--- src/hw/rtl/feedback_delay_dry_wet_mix_macros.svh ---
// Assertion macros for the feedback delay with dry/wet mix.
// Every macro samples on aclk and is switched off while aresetn is low.
`ifndef FEEDBACK_DELAY_DRY_WET_MIX_MACROS_SVH
`define FEEDBACK_DELAY_DRY_WET_MIX_MACROS_SVH

// The consequent must hold in the same cycle as the antecedent.
`define FDM_ASSERT_SAME(label, ante, cons, msg) \
    label: assert property (@(posedge aclk) disable iff (!aresetn) (ante) |-> (cons)) \
        else $error(msg);

// The consequent must hold in the cycle after the antecedent.
`define FDM_ASSERT_NEXT(label, ante, cons, msg) \
    label: assert property (@(posedge aclk) disable iff (!aresetn) (ante) |=> (cons)) \
        else $error(msg);

`endif

--- src/hw/rtl/fdm_pkg.sv ---
// Shared constants, payload types and arithmetic helpers for the feedback delay.
// Has no dependencies; the modules of the block and the testbench refer to it by scoped names.
package fdm_pkg;

    localparam int DELAY_DEPTH   = 131072;
    localparam int CHANNEL_COUNT = 2;

    localparam int ADDR_W    = $clog2(DELAY_DEPTH);
    localparam int CH_SEL_W  = (CHANNEL_COUNT > 1) ? $clog2(CHANNEL_COUNT) : 1;
    localparam int MEM_DEPTH = CHANNEL_COUNT * DELAY_DEPTH;
    localparam int MEM_AW    = $clog2(MEM_DEPTH);

    localparam int SAMPLE_W  = 24;
    localparam int CHANNEL_W = 1;
    localparam int GAIN_W    = 17;
    localparam int CFG_W     = 17;
    localparam int CFG_IDX_W = 2;
    localparam int FRAC_W    = 16;
    localparam int PROD_W    = 42;
    localparam int SCALED_W  = PROD_W - FRAC_W;

    localparam logic [GAIN_W-1:0] UNITY_GAIN     = GAIN_W'(65536);
    localparam logic [CFG_W-1:0]  DELAY_RESET    = CFG_W'(48000);
    localparam logic [CFG_W-1:0]  MIX_RESET      = CFG_W'(32768);
    localparam logic [CFG_W-1:0]  FEEDBACK_RESET = CFG_W'(0);

    localparam logic signed [PROD_W-1:0]   ROUND_BIAS = PROD_W'(32768);
    localparam logic signed [SAMPLE_W-1:0] SAMPLE_MAX = {1'b0, {(SAMPLE_W-1){1'b1}}};
    localparam logic signed [SAMPLE_W-1:0] SAMPLE_MIN = {1'b1, {(SAMPLE_W-1){1'b0}}};

    typedef enum logic [CFG_IDX_W-1:0] {
        CFG_DELAY_SAMPLES = 2'd0,
        CFG_MIX_GAIN      = 2'd1,
        CFG_FEEDBACK_GAIN = 2'd2
    } cfg_index_t;

    typedef struct packed {
        logic [CHANNEL_W-1:0]       channel_index;
        logic signed [SAMPLE_W-1:0] in_sample;
    } in_item_t;

    typedef struct packed {
        logic [CHANNEL_W-1:0]       out_channel;
        logic signed [SAMPLE_W-1:0] out_sample;
    } out_item_t;

    typedef struct packed {
        logic [ADDR_W-1:0] delay;
        logic [GAIN_W-1:0] mix_gain;
        logic [GAIN_W-1:0] dry_gain;
        logic [GAIN_W-1:0] feedback_gain;
    } cfg_t;

    typedef struct packed {
        logic              in_range;
        logic              unwritten;
        logic [MEM_AW-1:0] rd_addr;
        logic [MEM_AW-1:0] wr_addr;
    } addr_req_t;

    function automatic logic [ADDR_W-1:0] clamp_delay(input logic [CFG_W-1:0] value);
        logic [ADDR_W-1:0] result;
        if (value == '0) begin
            result = ADDR_W'(1);
        end else if (32'(value) > DELAY_DEPTH - 1) begin
            result = ADDR_W'(DELAY_DEPTH - 1);
        end else begin
            result = ADDR_W'(value);
        end
        return result;
    endfunction

    function automatic logic [GAIN_W-1:0] clamp_gain(input logic [CFG_W-1:0] value);
        logic [GAIN_W-1:0] result;
        if (32'(value) > 32'(UNITY_GAIN)) begin
            result = UNITY_GAIN;
        end else begin
            result = GAIN_W'(value);
        end
        return result;
    endfunction

    // Drops the Q16 fraction (the bias is already added) and saturates to a sample.
    function automatic logic signed [SAMPLE_W-1:0] round_sat(
        input logic signed [PROD_W-1:0] value
    );
        logic signed [SCALED_W-1:0] scaled;
        logic signed [SAMPLE_W-1:0] result;
        scaled = value[PROD_W-1:FRAC_W];
        if (scaled > SCALED_W'(SAMPLE_MAX)) begin
            result = SAMPLE_MAX;
        end else if (scaled < SCALED_W'(SAMPLE_MIN)) begin
            result = SAMPLE_MIN;
        end else begin
            result = scaled[SAMPLE_W-1:0];
        end
        return result;
    endfunction

endpackage

--- src/hw/rtl/fdm_cfg_regs.sv ---
// Configuration registers of the feedback delay, stored already clamped.
// Depends on fdm_pkg for widths, register indexes and clamp functions.
module fdm_cfg_regs (
    input  logic                           aclk,
    input  logic                           aresetn,
    input  logic                           cfg_wr_en,
    input  logic [fdm_pkg::CFG_IDX_W-1:0]  cfg_index,
    input  logic [fdm_pkg::CFG_W-1:0]      cfg_wr_data,
    output fdm_pkg::cfg_t                  cfg
);

    logic [fdm_pkg::ADDR_W-1:0] delay_reg, delay_next;
    logic [fdm_pkg::GAIN_W-1:0] mix_reg, mix_next;
    logic [fdm_pkg::GAIN_W-1:0] dry_reg, dry_next;
    logic [fdm_pkg::GAIN_W-1:0] fb_reg, fb_next;

    always_comb begin
        delay_next = delay_reg;
        mix_next   = mix_reg;
        dry_next   = dry_reg;
        fb_next    = fb_reg;
        if (cfg_wr_en) begin
            case (cfg_index)
                fdm_pkg::CFG_DELAY_SAMPLES: begin
                    delay_next = fdm_pkg::clamp_delay(cfg_wr_data);
                end
                fdm_pkg::CFG_MIX_GAIN: begin
                    mix_next = fdm_pkg::clamp_gain(cfg_wr_data);
                    dry_next = fdm_pkg::UNITY_GAIN - fdm_pkg::clamp_gain(cfg_wr_data);
                end
                fdm_pkg::CFG_FEEDBACK_GAIN: begin
                    fb_next = fdm_pkg::clamp_gain(cfg_wr_data);
                end
                default: begin
                end
            endcase
        end
    end

    always_ff @(posedge aclk) begin
        if (!aresetn) begin
            delay_reg <= fdm_pkg::clamp_delay(fdm_pkg::DELAY_RESET);
            mix_reg   <= fdm_pkg::clamp_gain(fdm_pkg::MIX_RESET);
            dry_reg   <= fdm_pkg::UNITY_GAIN - fdm_pkg::clamp_gain(fdm_pkg::MIX_RESET);
            fb_reg    <= fdm_pkg::clamp_gain(fdm_pkg::FEEDBACK_RESET);
        end else begin
            delay_reg <= delay_next;
            mix_reg   <= mix_next;
            dry_reg   <= dry_next;
            fb_reg    <= fb_next;
        end
    end

    assign cfg.delay         = delay_reg;
    assign cfg.mix_gain      = mix_reg;
    assign cfg.dry_gain      = dry_reg;
    assign cfg.feedback_gain = fb_reg;

endmodule

--- config.mk ---
export PLATFORM = sky130hd
export DESIGN_NAME = fdm_cfg_regs
export DESIGN_NICKNAME = d
export VERILOG_FILES = /design/src/hw/rtl/feedback_delay_dry_wet_mix_macros.svh /design/src/hw/rtl/fdm_pkg.sv /design/src/hw/rtl/fdm_cfg_regs.sv
export SDC_FILE = /design/constraint.sdc
export NUM_CORES = 1
export LEC_CHECK = 0
export CAP_MARGIN = 15
export CORE_MARGIN = 2
export CORE_UTILIZATION = 40
export CTS_BUF_LIST = sky130_fd_sc_hd__clkbuf_8
export CTS_CLUSTER_SIZE = 10
export DETAILED_ROUTE_END_ITERATION = 16
export DONT_BUFFER_PORTS = 1
export GPL_TIMING_DRIVEN = 0
export HOLD_SLACK_MARGIN = 0.02
export PLACE_DENSITY = 0.57
export SLEW_MARGIN = 20
export SYNTH_ARGS = -nofsm -noshare
export SYNTH_HDL_FRONTEND = slang
export SYNTH_SLANG_ARGS = --single-unit
--- constraint.sdc ---
create_clock -name aclk -period 2.4 [get_ports aclk]
set_clock_uncertainty 0.1 [all_clocks]
set_input_delay 0.48 -clock aclk [delete_from_list [all_inputs] [get_ports aclk]]
set_output_delay 0.48 -clock aclk [all_outputs]
set_load 0.02 [all_outputs]
* Word-level counts from Yosys, hierarchy flattened
Cells that the tools add are included.
Storage, ports and cells: flip-flop bits (word level) 68, output and inout bits 68, bits of input ports 22, logic and storage cells 17
Operators by class: $lt $le $gt $ge 1, equal/unequal tests 2, multiplexer cells 4, $add $sub $neg 1, reduce and logical (&&, ||, !) cells 5
Operators by type and width (number):
- 17-bit 2-to-1 mux | 4
- 17-bit greater-than comparator, second input constant | 1
- 17-bit logical NOT | 1
- 17-bit subtractor, first input constant | 1
- 2-bit AND reduction | 3
- 2-bit by 1-bit == test with 1-bit output, second input constant | 1
- 2-bit == test, second input constant | 1
- 2-bit logical NOT | 1

* Longest topological paths before layout
depth after elaboration 5, depth in mapped cells 9, mapped depth without buffers 8

* Worst setup path after synthesis
Ideal clock, no wire load.
kind input to register, start point input cfg_wr_data[2] (netlist bit), end point register dry_reg[14] (netlist bit), data required time 2.234 ns, setup time 0.066 ns, arrival time 1.880 ns, setup slack 0.353 ns, path buffers 2, cell stages on the path 7, path through buf_6 or2_1 buf_6 or3_4 o41ai_2 a21bo_1 a21oi_2
Between the ends: cells in the longest elaborated chain, start to end 5
Ends and longest elaborated chain:
- start: declaration | RTL line fdm_cfg_regs.sv:8 | input logic [fdm_pkg::CFG_W-1:0] cfg_wr_data,
- 17-bit greater-than comparator | RTL line fdm_pkg.sv:75 | if (32'(value) > 32'(UNITY_GAIN)) begin
- 17-bit 2-to-1 mux (*) | RTL line fdm_pkg.sv:75
- 17-bit 2-to-1 mux (*) | RTL line fdm_cfg_regs.sv:23 | case (cfg_index)
- 17-bit 2-to-1 mux (*) | RTL line fdm_cfg_regs.sv:22 | if (cfg_wr_en) begin
- 17-bit subtractor (*) | RTL line fdm_cfg_regs.sv:29 | dry_next = fdm_pkg::UNITY_GAIN - fdm_pkg::clamp_gain(cfg_wr_data);
- end signal: assignment | RTL line fdm_cfg_regs.sv:44 | dry_reg <= fdm_pkg::UNITY_GAIN - fdm_pkg::clamp_gain(fdm_pkg::MIX_RESET);
- end signal: assignment | RTL line fdm_cfg_regs.sv:49 | dry_reg <= dry_next;
- end: declaration | RTL line fdm_cfg_regs.sv:14 | logic [fdm_pkg::GAIN_W-1:0] dry_reg, dry_next;
Every way passes the cells marked *; elsewhere a longest branch is shown, timed or not. The select of a mux whose other input is x is not followed. A chain may end at the register's enable or synchronous reset.

* Worst setup path after layout
start point input cfg_wr_data[0] (netlist bit), end point register dry_reg[13] (netlist bit)
Same word-level chain as after synthesis.

==> results.sh <==
export IMPL_tightest_slew_ps=592
export IMPL_path_max_fanout=9
export IMPL_status="completed"
export IMPL_required_ps=2540
export IMPL_drc=0
export IMPL_synth_top_cell_area_share_pct=44.5
export IMPL_cts_resized=0
export IMPL_clkPwrFrac_pct=34.8
export IMPL_nets=403
export IMPL_crit_path_start_kind="input pin"
export IMPL_synth_top_area_cell="dfxtp_1"
export IMPL_min_period_over_period_pct=80.4
export IMPL_reg2reg_depth=2
export IMPL_synth_cell_types=52
export IMPL_grt_overflow=0
export IMPL_antenna_found_initial=0
export IMPL_start_util_pct=41.4
export IMPL_cts_tree="built"
export IMPL_gp_congestion=0.892
export IMPL_hold_start="cfg_wr_data[12]"
export IMPL_ys_warnings_count=0
export IMPL_fmax_mhz=518
export IMPL_netSwitchingFraction_pct=26.3
export IMPL_drt_iter0_markers=128
export IMPL_die_x_um=90.8
export IMPL_dp_hpwl_um=6200
export IMPL_clk_latency_ps=330
export IMPL_hold_violations=0
export IMPL_tns_ps=0
export IMPL_diodes=0
export IMPL_slowest_delay_ps=460
export IMPL_crit_start="cfg_wr_data[0]"
export IMPL_cts_sinks=67
export IMPL_cp_cell_sequence="nor4_1, nand4_1, o21ai_2, o21ai_0, o31ai_1"
export IMPL_die_h_um=90.8
export IMPL_synth_edf_count=0
export IMPL_grt_pass1_wl_um=13500
export IMPL_power_internal_mw=1.60
export IMPL_rsz0062_at_grt="false"
export IMPL_cp_top_family="compound AO/OA/AOI/OAI gates"
export IMPL_slowest_stage="nor4_1"
export IMPL_post_synth_cell_area_avg_um2=8.17
export IMPL_fillCellCount=794
export IMPL_synth_cells=369
export IMPL_finalInstanceArea_um2=3280
export IMPL_synth_nets=392
export IMPL_clk_pin_slew_ps=60
export IMPL_htree_levels=3
export IMPL_cts_setup_buffers=0
export IMPL_dieArea_um2=8250
export IMPL_final_antenna_net_count=0
export IMPL_root_buffer="clkbuf_8"
export IMPL_grt_use_total_pct=20.8
export IMPL_drt_total_wl_um=8320
export IMPL_io_pins=90
export IMPL_power_density_nw_per_um2=660
export IMPL_critPathBufInv=0
export IMPL_cp_end_kind="register"
export IMPL_placed_area_um2=3140
export IMPL_numPortBuffers=0
export IMPL_ys_seq_area_share_pct=44.5
export IMPL_p_switching_mw=0.570
export IMPL_hold_class="input pin to register"
export IMPL_drive_above_1_share_pct=7.37
export IMPL_criticalPathCategory="input pin to register"
export IMPL_wl_per_cell_um=17.4
export IMPL_synth_async_reset_ratio_pct=0
export IMPL_cts_buffer_depth=2
export IMPL_synth_flop_cell="dfxtp_1"
export IMPL_row_count=31
export IMPL_area_delta_synth_final_pct=8.84
export IMPL_whs_path_depth=1
export IMPL_vias=2562
export IMPL_power_frac_seq_pct=56.1
export IMPL_crit_reg2reg_launch="dry_reg[13]"
export IMPL_postCtsHoldBufs=0
export IMPL_layout_min_cycle_time_ps=1930
export IMPL_viasPerCell=5.35
export IMPL_power_frac_comb_pct=9.1
export IMPL_peakVddDrop_mv=0.250
export IMPL_p_leak_nw=1.13
export IMPL_synth_area_um2=3020
export IMPL_maxSlewViolCount=0
export IMPL_power_mw=2.17
export IMPL_grt_max_degree=11
export IMPL_path_depth=5
export IMPL_ys_top_cells_by_area="dfxtp_1 (44%), nand2_1 (13%), a21boi_0 (9.7%)"
export IMPL_setup_violations=0
export IMPL_drv_cap=0
export IMPL_coreArea_um2=7290
export IMPL_slew_headroom_pct=60.3
export IMPL_numCtsBuffers=9
export IMPL_critPathArrivalTime_ps=2070
export IMPL_grt_pass1_vias=2524
export IMPL_dr_pass1_iters=4
export IMPL_ys_ff_latch=67
-- routing by layer --
metal	up-vias	global-route usage [%]	wire [um]
li1	1279	-	-
met1	1185	27.2	3740
met2	91	31.6	3760
met3	7	6.93	725
met4	0	8.33	92
met5	-	0	0
-- logic make-up after synthesis --
logic type,Yosys count,share of synthesized area [%]
flip-flops,67,44.5
buffers and inverters,31,5.27
XOR/XNOR,5,1.45
AND/OR/NAND/NOR,178,27.7
adder cells (fa/ha/maj),1,0.415
AO/OA/AOI/OAI,87,20.7
-- synthesized netlist by cell type, types with 2 or more instances --
cell and instances:
nand2_1 106, dfxtp_1 67, a21boi_0 39, clkbuf_1 22, nand3_1 18, nor2b_1 15, o21ai_0 15, nor2_1 12
a21oi_1 7, a31oi_1 6, buf_6 5, xnor2_1 4, and2_1 3, nor4_1 3, a32o_1 2, and3b_1 2
inv_1 2, nand3b_1 2, nor3_1 2, nor4b_1 2, o31ai_1 2, o41ai_1 2, or3_4 2
-- power by group through the flow --
stage | Combinational, mW | Clock, mW | Sequential (mW)
finish | 0.197 | 0.753 | 1.21
global route | 0.223 | 0.831 | 1.22
CTS | 0.198 | 0.784 | 1.22
detailed placement | 0.197 | 0 | 1.24
global placement | 0.195 | 0 | 1.24
floorplan | 0.150 | 0 | 1.23
-- worst reg2reg max path: stages (launching register included) --
cell and delay [ps]:
dfxtp_1 460, o21ai_0 170, o31ai_1 280
-- stage by stage --
stage          setup WS (ps)  instances  hold WS [ps]  utilization, %
4_1_cts                  511        479           128            45.0
3_3_place_gp             159        468           454            43.1
6_report                 471        479           141            45.0
3_5_place_dp             164        468           458            43.1
2_1_floorplan            353        369           433               -
5_1_grt                  177        479           138            45.0
-- path summary, 6_finish.rpt --
check / end / slack, ps
worst max-delay path: dry_reg[13] / 470
worst min-delay path: dry_reg[12] / 140
worst max register to register: dry_reg[13] / 1310
worst min register to register: dry_reg[1] / 460
-- layout make-up --
type	instances	area [um2]	share of cell area, %
Multi-Input combinational cell	271	1520	46.2
Sequential cell	67	1340	40.9
Buffer	29	151	4.61
Clock buffer	10	138	4.19
Tap cell	99	124	3.77
Inverter	2	7.51	0.229
Clock inverter	1	5.00	0.152
-- cell usage in the layout, fill, tap and decap left out, types with 7 or more instances in the layout --
cell type  synthesis  final
clkbuf_8           0     10
a21boi_0          39     39
o21ai_0           15     15
nand3_1           18     18
nor2_1            12     12
nand2_1          106    106
nor2b_1           15     15
a21oi_1            7      7
clkbuf_1          22     22
dfxtp_1           67     67
(Power assumes the default switching activity.)
