<file path="src/hw/rtl/feedback_delay_dry_wet_mix_macros.svh">
// Assertion macros for the feedback delay with dry/wet mix.
// Every macro samples on aclk and is switched off while aresetn is low.
`ifndef FEEDBACK_DELAY_DRY_WET_MIX_MACROS_SVH
`define FEEDBACK_DELAY_DRY_WET_MIX_MACROS_SVH

// The consequent must hold in the same cycle as the antecedent.
`define FDM_ASSERT_SAME(label, ante, cons, msg) \
    label: assert property (@(posedge aclk) disable iff (!aresetn) (ante) |-> (cons)) \
        else $error(msg);

// The consequent must hold in the cycle after the antecedent.
`define FDM_ASSERT_NEXT(label, ante, cons, msg) \
    label: assert property (@(posedge aclk) disable iff (!aresetn) (ante) |=> (cons)) \
        else $error(msg);

`endif

</file>
<file path="src/hw/rtl/fdm_pkg.sv">
// Shared constants, payload types and arithmetic helpers for the feedback delay.
// Has no dependencies; the modules of the block and the testbench refer to it by scoped names.
package fdm_pkg;

    localparam int DELAY_DEPTH   = 131072;
    localparam int CHANNEL_COUNT = 2;

    localparam int ADDR_W    = $clog2(DELAY_DEPTH);
    localparam int CH_SEL_W  = (CHANNEL_COUNT > 1) ? $clog2(CHANNEL_COUNT) : 1;
    localparam int MEM_DEPTH = CHANNEL_COUNT * DELAY_DEPTH;
    localparam int MEM_AW    = $clog2(MEM_DEPTH);

    localparam int SAMPLE_W  = 24;
    localparam int CHANNEL_W = 1;
    localparam int GAIN_W    = 17;
    localparam int CFG_W     = 17;
    localparam int CFG_IDX_W = 2;
    localparam int FRAC_W    = 16;
    localparam int PROD_W    = 42;
    localparam int SCALED_W  = PROD_W - FRAC_W;

    localparam logic [GAIN_W-1:0] UNITY_GAIN     = GAIN_W'(65536);
    localparam logic [CFG_W-1:0]  DELAY_RESET    = CFG_W'(48000);
    localparam logic [CFG_W-1:0]  MIX_RESET      = CFG_W'(32768);
    localparam logic [CFG_W-1:0]  FEEDBACK_RESET = CFG_W'(0);

    localparam logic signed [PROD_W-1:0]   ROUND_BIAS = PROD_W'(32768);
    localparam logic signed [SAMPLE_W-1:0] SAMPLE_MAX = {1'b0, {(SAMPLE_W-1){1'b1}}};
    localparam logic signed [SAMPLE_W-1:0] SAMPLE_MIN = {1'b1, {(SAMPLE_W-1){1'b0}}};

    typedef enum logic [CFG_IDX_W-1:0] {
        CFG_DELAY_SAMPLES = 2'd0,
        CFG_MIX_GAIN      = 2'd1,
        CFG_FEEDBACK_GAIN = 2'd2
    } cfg_index_t;

    typedef struct packed {
        logic [CHANNEL_W-1:0]       channel_index;
        logic signed [SAMPLE_W-1:0] in_sample;
    } in_item_t;

    typedef struct packed {
        logic [CHANNEL_W-1:0]       out_channel;
        logic signed [SAMPLE_W-1:0] out_sample;
    } out_item_t;

    typedef struct packed {
        logic [ADDR_W-1:0] delay;
        logic [GAIN_W-1:0] mix_gain;
        logic [GAIN_W-1:0] dry_gain;
        logic [GAIN_W-1:0] feedback_gain;
    } cfg_t;

    typedef struct packed {
        logic              in_range;
        logic              unwritten;
        logic [MEM_AW-1:0] rd_addr;
        logic [MEM_AW-1:0] wr_addr;
    } addr_req_t;

    function automatic logic [ADDR_W-1:0] clamp_delay(input logic [CFG_W-1:0] value);
        logic [ADDR_W-1:0] result;
        if (value == '0) begin
            result = ADDR_W'(1);
        end else if (32'(value) > DELAY_DEPTH - 1) begin
            result = ADDR_W'(DELAY_DEPTH - 1);
        end else begin
            result = ADDR_W'(value);
        end
        return result;
    endfunction

    function automatic logic [GAIN_W-1:0] clamp_gain(input logic [CFG_W-1:0] value);
        logic [GAIN_W-1:0] result;
        if (32'(value) > 32'(UNITY_GAIN)) begin
            result = UNITY_GAIN;
        end else begin
            result = GAIN_W'(value);
        end
        return result;
    endfunction

    // Drops the Q16 fraction (the bias is already added) and saturates to a sample.
    function automatic logic signed [SAMPLE_W-1:0] round_sat(
        input logic signed [PROD_W-1:0] value
    );
        logic signed [SCALED_W-1:0] scaled;
        logic signed [SAMPLE_W-1:0] result;
        scaled = value[PROD_W-1:FRAC_W];
        if (scaled > SCALED_W'(SAMPLE_MAX)) begin
            result = SAMPLE_MAX;
        end else if (scaled < SCALED_W'(SAMPLE_MIN)) begin
            result = SAMPLE_MIN;
        end else begin
            result = scaled[SAMPLE_W-1:0];
        end
        return result;
    endfunction

endpackage

</file>
<file path="src/hw/rtl/fdm_addr_gen.sv">
// Per-channel write positions and fill flags; forms the read and write addresses.
// Depends on fdm_pkg for the memory geometry and the address request type.
module fdm_addr_gen (
    input  logic                           aclk,
    input  logic                           aresetn,
    input  logic                           accept,
    input  logic [fdm_pkg::CHANNEL_W-1:0]  channel,
    input  logic [fdm_pkg::ADDR_W-1:0]     delay,
    output fdm_pkg::addr_req_t             req
);

    logic [fdm_pkg::ADDR_W-1:0]        wp_reg [fdm_pkg::CHANNEL_COUNT];
    logic [fdm_pkg::ADDR_W-1:0]        wp_next [fdm_pkg::CHANNEL_COUNT];
    logic [fdm_pkg::CHANNEL_COUNT-1:0] wrapped_reg, wrapped_next;

    logic [fdm_pkg::CH_SEL_W-1:0] sel;
    logic                         in_range;
    logic [fdm_pkg::ADDR_W-1:0]   wp;
    logic [fdm_pkg::ADDR_W-1:0]   rp;
    logic [fdm_pkg::MEM_AW-1:0]   base;

    assign sel      = fdm_pkg::CH_SEL_W'(channel);
    assign in_range = 32'(channel) < fdm_pkg::CHANNEL_COUNT;
    assign wp       = wp_reg[sel];
    assign rp       = (wp >= delay) ? wp - delay
                                    : wp + fdm_pkg::ADDR_W'(fdm_pkg::DELAY_DEPTH) - delay;
    assign base     = fdm_pkg::MEM_AW'(sel) * fdm_pkg::MEM_AW'(fdm_pkg::DELAY_DEPTH);

    assign req.in_range  = in_range;
    assign req.unwritten = !wrapped_reg[sel] && (rp >= wp);
    assign req.rd_addr   = base + fdm_pkg::MEM_AW'(rp);
    assign req.wr_addr   = base + fdm_pkg::MEM_AW'(wp);

    always_comb begin
        wp_next      = wp_reg;
        wrapped_next = wrapped_reg;
        if (accept && in_range) begin
            if (wp == fdm_pkg::ADDR_W'(fdm_pkg::DELAY_DEPTH - 1)) begin
                wp_next[sel]      = '0;
                wrapped_next[sel] = 1'b1;
            end else begin
                wp_next[sel] = wp + 1'b1;
            end
        end
    end

    always_ff @(posedge aclk) begin
        if (!aresetn) begin
            wp_reg      <= '{default: '0};
            wrapped_reg <= '0;
        end else begin
            wp_reg      <= wp_next;
            wrapped_reg <= wrapped_next;
        end
    end

endmodule

</file>
<file path="config.mk">
export PLATFORM = sky130hd
export DESIGN_NAME = fdm_addr_gen
export DESIGN_NICKNAME = d
export VERILOG_FILES = /design/src/hw/rtl/feedback_delay_dry_wet_mix_macros.svh /design/src/hw/rtl/fdm_pkg.sv /design/src/hw/rtl/fdm_addr_gen.sv
export SDC_FILE = /design/constraint.sdc
export NUM_CORES = 1
export LEC_CHECK = 0
export ABC_AREA = 1
export BUFFER_PORTS_ARGS = -buffer_cell sky130_fd_sc_hd__buf_4
export CORE_MARGIN = 1
export CORE_UTILIZATION = 40
export DETAILED_ROUTE_END_ITERATION = 12
export PLACE_DENSITY = 0.68
export SYNTH_ARGS = -nofsm -noshare
export SYNTH_HDL_FRONTEND = slang
export SYNTH_SLANG_ARGS = --single-unit
</file>
<file path="constraint.sdc">
create_clock -name aclk -period 4.1 [get_ports aclk]
set_input_delay 0.41 -clock aclk [delete_from_list [all_inputs] [get_ports aclk]]
set_output_delay 0.41 -clock aclk [all_outputs]
set_load 0.1 [all_outputs]
</file>
* After elaboration in Yosys (flattened, before gate mapping) *
Cells that the tools add are included.

storage, ports and cells
  word-level logic and storage cells = 33
  register bits after elaboration = 36
  output and inout bits = 38
  bits of input ports = 21

operators by class
  bitwise logic cells = 4
  equal/unequal tests = 1
  order comparisons = 5
  mux-type cells = 11
  add/sub/neg operators = 4
  reductions and logical operators = 5

operators with widths
  kind                                                         count
  two-way mux 17 bit                                           4
  adder 18 x 17 -> 18 bit                                      2
  AND 34 bit                                                   1
  bitwise mux 34 bit                                           1
  two-way mux 34 bit                                           1
  NOT 34 bit                                                   1
  adder 17 x 1 -> 17 bit (second input constant)               1
  demux 17 bit (select 1 bit)                                  1
  equality test 17 bit (second input constant)                 1
  >= comparator 17 bit                                         1
  subtractor 17 bit                                            1
  logical AND 1 bit                                            3
  two-way mux 1 bit                                            3
  >= comparator 2 bit (second input constant)                  1
  less-than comparator 1 x 2 -> 1 bit (second input constant)  1
  less-than comparator 2 x 1 -> 1 bit (second input constant)  1
  NOT 1 -> 2 bit                                               1
  OR 2 bit                                                     1
  AND reduction 2 bit                                          1
  demux 1 bit (select 1 bit)                                   1
  >= comparator 1 bit (second input constant)                  1
  zero test 1 bit                                              1

* Longest topological paths before layout *
Gate-level depths: netlist of the first run.

  depth after elaboration = 8
  mapped depth = 24
  mapped depth without buffers = 23

* Worst setup path after synthesis of the first run *
OpenSTA, ideal clock, no wires.

  path type = input port to output port
  start = input port channel
  end = output port req[36] (netlist name)
  required time = 3.690 ns
  arrival time = 5.794 ns
  path slack = -2.104 ns
  buffers on the path = 1
  cell stages on the path = 15
  cells stage by stage = buf_4 > o21ai_1 > ha_1 > nand2_1 > nor3_1 > a21oi_1 > nand2_1 > xor2_1 > ha_1 > nand4_1 > nor2_1 > nand4_1 > nand4_1 > nand2_1 > inv_1

RTL lines
  what         RTL line           source
  from (decl)  fdm_addr_gen.sv:7  input logic [fdm_pkg::CHANNEL_W-1:0] channel,
  to (decl)    fdm_addr_gen.sv:9  output fdm_pkg::addr_req_t req

==> results of run 1 <==
-- kinds of logic (layout without fill, tap and decap cells) --
family                     count (synthesis)  after routing
and+or+nand+nor                          286            286
AOI/OAI and AO/OA                        100            100
buffers and inverters                     95            167
adders and majority gates                 38             38
DFF                                       36             36
xor gates and xnor gates                  15             15
other                                      1              1
-- repair_timing --
| action | CTS | global route |
|---|---|---|
| gates resized for setup | 0 | 19 |
| buffers inserted | 0 | 2 |
| setup endpoints to repair | 0 | 1 |
-- power breakdown --
group          leakage (nW)  internal [W]  total [W]  switching [W]
registers             0.294      0.000362   0.000370     0.00000845
clock network        0.0479      0.000119   0.000259       0.000140
logic                  1.84      0.000227   0.000782       0.000555
-- through the flow --
step	power, W	setup TNS (ps)	hold WS [ps]	util	setup WS (ps)
2_1_floorplan	0.000978	-382	432	-	-382
3_3_place_gp	0.00113	0	444	0.550	120
3_5_place_dp	0.00114	0	454	0.550	22.7
4_1_cts	0.00140	0	397	0.560	2.83
5_1_grt	0.00148	-0.224	409	0.569	-0.224
6_report	0.00141	0	401	0.569	229
-- final cells by class --
cell class	instances	share of cell area
clock buffers	5	0.0144
clock inverters	3	0.00393
inverters	79	0.0642
multi-input cells	440	0.605
flip-flops and latches	36	0.152
well taps	105	0.0275
repair buffers	80	0.133
-- per-layer routing --
metal  share of wire  wire (um)  vias to the layer above  track usage
li1                -          -                     1974            -
met1            0.44       4750                     1812        0.317
met2            0.48       5120                      130        0.410
met3           0.066        703                       16       0.0363
met4           0.014        153                        0       0.0647
met5               0          0                        -            0
-- worst max-delay path, stage by stage --
cell and delay, ps:
sky130_fd_sc_hd__buf_4 150, sky130_fd_sc_hd__inv_4 110, sky130_fd_sc_hd__buf_6 180, sky130_fd_sc_hd__nand2_1 80, sky130_fd_sc_hd__nand2_2 90, sky130_fd_sc_hd__clkinvlp_4 130, sky130_fd_sc_hd__ha_4 320, sky130_fd_sc_hd__inv_1 90
sky130_fd_sc_hd__nor3_2 250, sky130_fd_sc_hd__and2_1 160, sky130_fd_sc_hd__nand2_1 70, sky130_fd_sc_hd__nand3_1 110, sky130_fd_sc_hd__nand2_2 60, sky130_fd_sc_hd__ha_1 310, sky130_fd_sc_hd__nand4_1 150, sky130_fd_sc_hd__nor2_2 170
sky130_fd_sc_hd__nand4_1 100, sky130_fd_sc_hd__nand4_1 160, sky130_fd_sc_hd__nand2_2 80, sky130_fd_sc_hd__clkinvlp_4 80, sky130_fd_sc_hd__buf_8 190
-- cell usage in the layout (no fill, tap or decap), types with 4 or more instances in the layout --
cell type	n
sky130_fd_sc_hd__buf_4	76
sky130_fd_sc_hd__nand2_1	155
sky130_fd_sc_hd__nor2_2	4
sky130_fd_sc_hd__ha_1	30
sky130_fd_sc_hd__dfxtp_1	34
sky130_fd_sc_hd__o21ai_0	21
sky130_fd_sc_hd__nand3_1	37
sky130_fd_sc_hd__ha_4	7
sky130_fd_sc_hd__inv_2	4
sky130_fd_sc_hd__nand2_4	4
sky130_fd_sc_hd__nor2_4	4
sky130_fd_sc_hd__nand2_2	19
sky130_fd_sc_hd__nand3b_1	4
sky130_fd_sc_hd__clkbuf_8	5
sky130_fd_sc_hd__o21ai_4	8
sky130_fd_sc_hd__a21oi_2	6
sky130_fd_sc_hd__a21oi_1	51
sky130_fd_sc_hd__nor2_1	37
sky130_fd_sc_hd__xor2_4	8
sky130_fd_sc_hd__inv_1	71
sky130_fd_sc_hd__nand4_1	11
-- worst paths after layout --
path               from          to  slack, ps
min reg2reg  wp_reg[26]  wp_reg[26]        470
min             aresetn  wp_reg[14]        400
max reg2reg  wp_reg[18]  wp_reg[29]       1240
max             channel     req[36]        230
==> Implementation_results.wiki, run 1 <==
{| class="wikitable"
! Metric !! Value
|-
| Run status || finished, final reports clean
|-
| Buffer cell driving the clock tree root || sky130_fd_sc_hd__clkbuf_8
|-
| Number of buffers created by CTS || 5
|-
| Fraction of layout cells with a size suffix above 1 || 0.267
|-
| Proportion of synthesized area in mux cells || 0
|-
| R2R depth || 15
|-
| Net total in the final layout || 701
|-
| Wire length after detailed routing || 10700 um
|-
| Final clock period utilization by the worst path || 0.944
|-
| Number of placement rows || 33
|-
| Cell area power density || 296 nW/um2
|-
| Type of the setup path with the least slack || input pin to output pin
|-
| Clock latency on the worst-skew pair || 290 ps
|-
| Post-cts hold buffer count || 0
|-
| Worst hold path cell count || 3
|-
| Pin count of the biggest net entering global routing || 30
|-
| DP Wirelength || 8450 um
|-
| Leakage power total || 2.18 nW
|-
| Total number of vias || 3932
|-
| Antenna viol nets, final || 0
|-
| Via count of the first global-routing pass || 3600
|-
| Dominant cell by count in the synthesized netlist || sky130_fd_sc_hd__nand2_1
|-
| Adder-cell area share of the yosys netlist || 0.137
|-
| Synth async-reset ratio || 0
|-
| I/O Pins || 59
|-
| Buffer levels on the longest clock path || 2
|-
| # H-tree levels || 2
|-
| Number of max-cap violations || 0
|-
| Congestion Overflow GR || 0
|-
| Kind of capture point of the worst setup path || output pin
|-
| Avg Cell Area, Syn || 6.19 um2
|-
| Number of sinks driven by the clock tree || 36
|-
| Largest family of logic cells by synthesized area || simple AND/OR/NAND/NOR gates
|-
| Global Route Usage Sum || 0.241
|-
| Leading cell types by total area after synthesis || sky130_fd_sc_hd__dfxtp_1 20%, sky130_fd_sc_hd__nand2_1 18%, sky130_fd_sc_hd__ha_1 13%
|-
| Leading register cell type out of synthesis || sky130_fd_sc_hd__dfxtp_1
|-
| First-pass GRT wire length || 16900 um
|-
| Final clock skew || 4.39 ps
|-
| Sequential cell area || 723 um2
|-
| Clock tree from TritonCTS || done
|-
| Wire length per cell after detailed routing || 14.3 um
|-
| Maximum vdd drop || 158 uV
|-
| Yosys cell types || 37
|-
| Die height || 96.0 um
|-
| Die Outline Area || 9220 um2
|-
| Post-synth top area cell || sky130_fd_sc_hd__dfxtp_1
|-
| Area of all placed cells without fillers || 4770 um2
|-
| Number of synthesized flops with an enable pin || 0
|-
| Simple-gate area share of the yosys netlist || 0.354
|-
| Worst Setup Start Kind || input pin
|-
| DR iter-0 viols || 261
|-
| Worst relative slew slack || 0.326
|-
| Total placed instance area || 4610 um2
|-
| Worst path arrival time || 3460 ps
|-
| Final cell count without fillers || 748
|-
| Area occupied by multi-input gates || 2890 um2
|-
| Xor and xnor fraction of the mapped netlist area || 0.0372
|-
| Max FFs per register || 34
|-
| Cells after synthesis || 571
|-
| Share of Yosys cell area claimed by the top area cell type || 0.204
|-
| Worst hold-check path type || input pin to flop
|-
| Actual slew at the worst max-slew pin || 1010 ps
|-
| Ant. Diodes || 0
|-
| Flip-flop and latch count after synthesis || 36
|-
| Die width || 96.0 um
|-
| Starting density of the core || 0.422
|-
| Data required, critical path || 3690 ps
|-
| Setup-violating endpoint count in the final report || 0
|-
| Final hold viol count || 0
|-
| Highest Clock Rate || 258 MHz
|-
| Routability-driven placement congestion ratio || 0.942
|-
| Synthesized netlist net count || 630
|-
| Clock transition at the register clock pins on the worst setup and hold paths after CTS || 80 ps
|-
| Floorplan core area || 8380 um2
|-
| Fill cell total of the finished layout || 821
|-
| Post-route DRC violation count || 0
|-
| Biggest fanout along the worst timing path || 14
|-
| Post-detailed-route via-to-cell ratio || 5.26
|-
| Area growth, synth to finish || 35.0%
|-
| Buffers on Ports || 57
|-
| Initial antenna violation count || 0
|-
| Placed instance count || 738
|-
| Drt pass-1 iters || 5
|-
| Number of warnings printed during yosys synthesis || 0
|-
| Compound-Gate Fraction of Synth Area || 0.155
|-
| Share of the yosys chip area belonging to registers || 0.204
|-
| Tmin final || 3870 ps
|-
| Post-synthesis instance area || 3540 um2
|-
| Final max-slew violation count || 0
|-
| Post-synth top cells || 171 x sky130_fd_sc_hd__nand2_1, 74 x sky130_fd_sc_hd__inv_1, 56 x sky130_fd_sc_hd__a21oi_1
|}
No activity file was read; power rests on OpenSTA's default activity.
==> run 2, diff against run 1 <==
--- a/config.mk
+++ b/config.mk
@@ -7,6 +7,7 @@
 export LEC_CHECK = 0
 export ABC_AREA = 1
 export BUFFER_PORTS_ARGS = -buffer_cell sky130_fd_sc_hd__buf_4
+export CORE_ASPECT_RATIO = 0.9
 export CORE_MARGIN = 1
 export CORE_UTILIZATION = 40
 export DETAILED_ROUTE_END_ITERATION = 12
==> constraint.sdc (replaced) <==
create_clock -name aclk -period 4.1 [get_ports aclk]
set_input_delay 0.205 -clock aclk [delete_from_list [all_inputs] [get_ports aclk]]
set_output_delay 0.205 -clock aclk [all_outputs]
set_load 0.1 [all_outputs]
==> run 2 against run 1 <==
  * Clock power rose by 2%
  * Via count decreased by 2.5%
  * First-iteration DRC count rose by 8.8%
  * Clock-buffer cell count rose by 1
  * Non-clock buffer count is 13 lower
  * Register-to-register slack worse by 80 ps
  * Setup slack gained 8.8 ps
  * Critical path depth unchanged
==> Implementation_results.wiki, run 2 (synthesized netlist as in run 1, its figures left out) <==
{| class="wikitable"
! Metric !! Value
|-
| Worst path arrival time || 3660 ps (+200 ps)
|-
| Worst Setup Start Kind || flop
|-
| Clock tree from TritonCTS || done
|-
| Post-route DRC violation count || 0 (unchanged)
|-
| Worst hold path cell count || 3 (unchanged)
|-
| Routability-driven placement congestion ratio || 0.897 (-4.7%)
|-
| Post-cts hold buffer count || 0 (unchanged)
|-
| Antenna viol nets, final || 0 (unchanged)
|-
| Number of placement rows || 32 (-3.0%)
|-
| Leakage power total || 2.10 nW (-3.5%)
|-
| Highest Clock Rate || 259 MHz (+0.23%)
|-
| Global Route Usage Sum || 0.250 (+0.00827)
|-
| End point of the most critical hold path || wp_reg[32]
|-
| Pre-CTS setup slack || 159 ps (+137 ps)
|-
| Kind of capture point of the worst setup path || output pin
|-
| Wire length after detailed routing || 10800 um (+0.73%)
|-
| Slack of the worst reg-to-reg path || 1160 ps (-80 ps)
|-
| Run status || finished, final reports clean
|-
| Worst relative slew slack || 0.369 (+0.0425)
|-
| Total number of vias || 3834 (-2.5%)
|-
| Fraction of layout cells with a size suffix above 1 || 0.229 (-0.0389)
|-
| RSZ-0062 raised after global routing || false
|-
| Final hold viol count || 0 (unchanged)
|-
| Net total in the final layout || 688 (-1.9%)
|-
| Post-CTS setup buffers || 0 (unchanged)
|-
| Congestion Overflow GR || 0 (unchanged)
|-
| Final clock skew || 9.41 ps (+5.02 ps)
|-
| Max FFs per register || 34 (unchanged)
|-
| I/O Pins || 59 (unchanged)
|-
| Setup ws final || 238 ps (+8.76 ps)
|-
| Data required, critical path || 3890 ps (+200 ps)
|-
| # H-tree levels || 2 (unchanged)
|-
| Maximum vdd drop || 225 uV (+42%)
|-
| Worst hold slack || 205 ps (-196 ps)
|-
| Buffers on Ports || 57 (unchanged)
|-
| Drt pass-1 iters || 7 (+2)
|-
| Highest-count cells in the layout ignoring fill and taps || 159 x sky130_fd_sc_hd__nand2_1, 71 x sky130_fd_sc_hd__inv_1, 66 x sky130_fd_sc_hd__buf_4
|-
| Floorplan core area || 8570 um2 (+2.2%)
|-
| DR iter-0 viols || 284 (+8.8%)
|-
| Buffer levels on the longest clock path || 2 (unchanged)
|-
| Most common library cell in the layout ignoring fill and taps || sky130_fd_sc_hd__nand2_1
|-
| Startpoint of the worst register-to-register path || wp_reg[18]
|-
| First-pass GRT wire length || 18000 um (+6.6%)
|-
| DP Wirelength || 8830 um (+4.4%)
|-
| Area of all placed cells without fillers || 4560 um2 (-4.5%)
|-
| Die height || 91.2 um (-5.0%)
|-
| Worst hold-check path type || input pin to flop
|-
| Via count of the first global-routing pass || 3666 (+1.8%)
|-
| Clock transition at the register clock pins on the worst setup and hold paths after CTS || 80 ps (about the same)
|-
| Fill cell total of the finished layout || 897 (+9.3%)
|-
| Actual slew at the worst max-slew pin || 946 ps (-63.6 ps)
|-
| Clock latency on the worst-skew pair || 290 ps (about the same)
|-
| Number of buffers created by CTS || 5 (unchanged)
|-
| Type of the setup path with the least slack || flop to output pin
|-
| Ant. Diodes || 0 (unchanged)
|-
| Area growth, synth to finish || 29.0%
|-
| Number of max-cap violations || 0 (unchanged)
|-
| Total placed instance area || 4460 um2 (-3.3%)
|-
| Setup-violating endpoint count in the final report || 0 (unchanged)
|-
| RR Endpoint || wp_reg[31]
|-
| Starting density of the core || 0.413 (-0.00918)
|-
| Initial antenna violation count || 0 (unchanged)
|-
| Buffer cell driving the clock tree root || sky130_fd_sc_hd__clkbuf_8
|-
| Tmin final || 3860 ps (-8.76 ps)
|-
| Final clock period utilization by the worst path || 0.942 (-0.00214)
|-
| Launch point of the worst hold path || aresetn
|-
| Die Outline Area || 9220 um2 (about the same)
|-
| Number of sinks driven by the clock tree || 36 (unchanged)
|-
| Biggest fanout along the worst timing path || 5 (-9)
|-
| Post-detailed-route via-to-cell ratio || 5.12 (-2.6%)
|-
| Wire length per cell after detailed routing || 14.4 um (+0.59%)
|-
| R2R depth || 14 (-1)
|-
| Die width || 101 um (+5.3%)
|-
| Final max-slew violation count || 0 (unchanged)
|-
| Cell area power density || 304 nW/um2 (+2.7%)
|-
| Pin count of the biggest net entering global routing || 30 (unchanged)
|}
[run 2: cell type report]
cell class | count | area [um2] | area share
multi-input cells | 440 | 2780 | 0.610
clock inverters | 2 | 10.0 | 0.00219
inverters | 79 | 300 | 0.0658
repair buffers | 67 | 515 | 0.113
well taps | 119 | 149 | 0.0326
flip-flops and latches | 36 | 722 | 0.158
clock buffers | 6 | 82.6 | 0.0181
[run 2: repair_timing]
action | CTS | global route
setup endpoints to repair | 0 | 1
resized for setup | 0 | 3
hold endpoints to repair | 0 | 0
[run 2: worst max path at each step]
| stage | startpoint | to | slack [ps] |
|---|---|---|---|
| 2_1_floorplan | wp_reg[18] | req[36] | -140 |
| 3_3_place_gp | channel | req[36] | 260 |
| 3_5_place_dp | channel | req[36] | 160 |
| 4_1_cts | channel | req[36] | 150 |
| 5_1_grt | channel | req[36] | 5 |
| 6_report | wp_reg[0] | req[36] | 240 |
[run 2: worst max-delay path, cell delays in order (launching register included)]
cell and delay, ps:
sky130_fd_sc_hd__dfxtp_1 350, sky130_fd_sc_hd__nand2_1 100, sky130_fd_sc_hd__nand2_4 120, sky130_fd_sc_hd__inv_1 50, sky130_fd_sc_hd__ha_1 210, sky130_fd_sc_hd__fa_2 390, sky130_fd_sc_hd__o21ai_4 230, sky130_fd_sc_hd__nand3_2 130
sky130_fd_sc_hd__nand2_4 120, sky130_fd_sc_hd__a21oi_1 70, sky130_fd_sc_hd__buf_4 160, sky130_fd_sc_hd__xnor2_4 140, sky130_fd_sc_hd__ha_4 280, sky130_fd_sc_hd__nand2_1 50, sky130_fd_sc_hd__inv_1 60, sky130_fd_sc_hd__nand3_1 60
sky130_fd_sc_hd__nor2_1 120, sky130_fd_sc_hd__nand4_1 90, sky130_fd_sc_hd__nand4_1 130, sky130_fd_sc_hd__nand2_1 120, sky130_fd_sc_hd__clkinvlp_4 90, sky130_fd_sc_hd__buf_4 280
[run 2: layer usage]
metal  vias up  wire length [um]  global-route usage
met3         4               555              0.0416
met2       111              5010               0.418
met4         0                40              0.0266
met5         -                 0                   0
met1      1765              5200               0.344
li1       1954                 -                   -
[run 2: where the power goes]
group | total (W) | internal (W) | switching (W) | leakage (nW)
sequential | 0.000370 | 0.000362 | 0.00000761 | 0.293
clock | 0.000265 | 0.000134 | 0.000131 | 0.0510
combinational | 0.000751 | 0.000204 | 0.000547 | 1.76
total | 0.00138 | 0.000700 | 0.000685 | 2.10
[run 2: metrics by stage]
step                utilization  power, W  setup TNS (ps)  std cells
CTS                       0.531   0.00139               0        749
global route              0.532   0.00146               0        749
detailed placement        0.520   0.00112               0        741
floorplan                     -  0.000965            -141        571
finish                    0.532   0.00138               0        749
global placement          0.520   0.00112               0        741
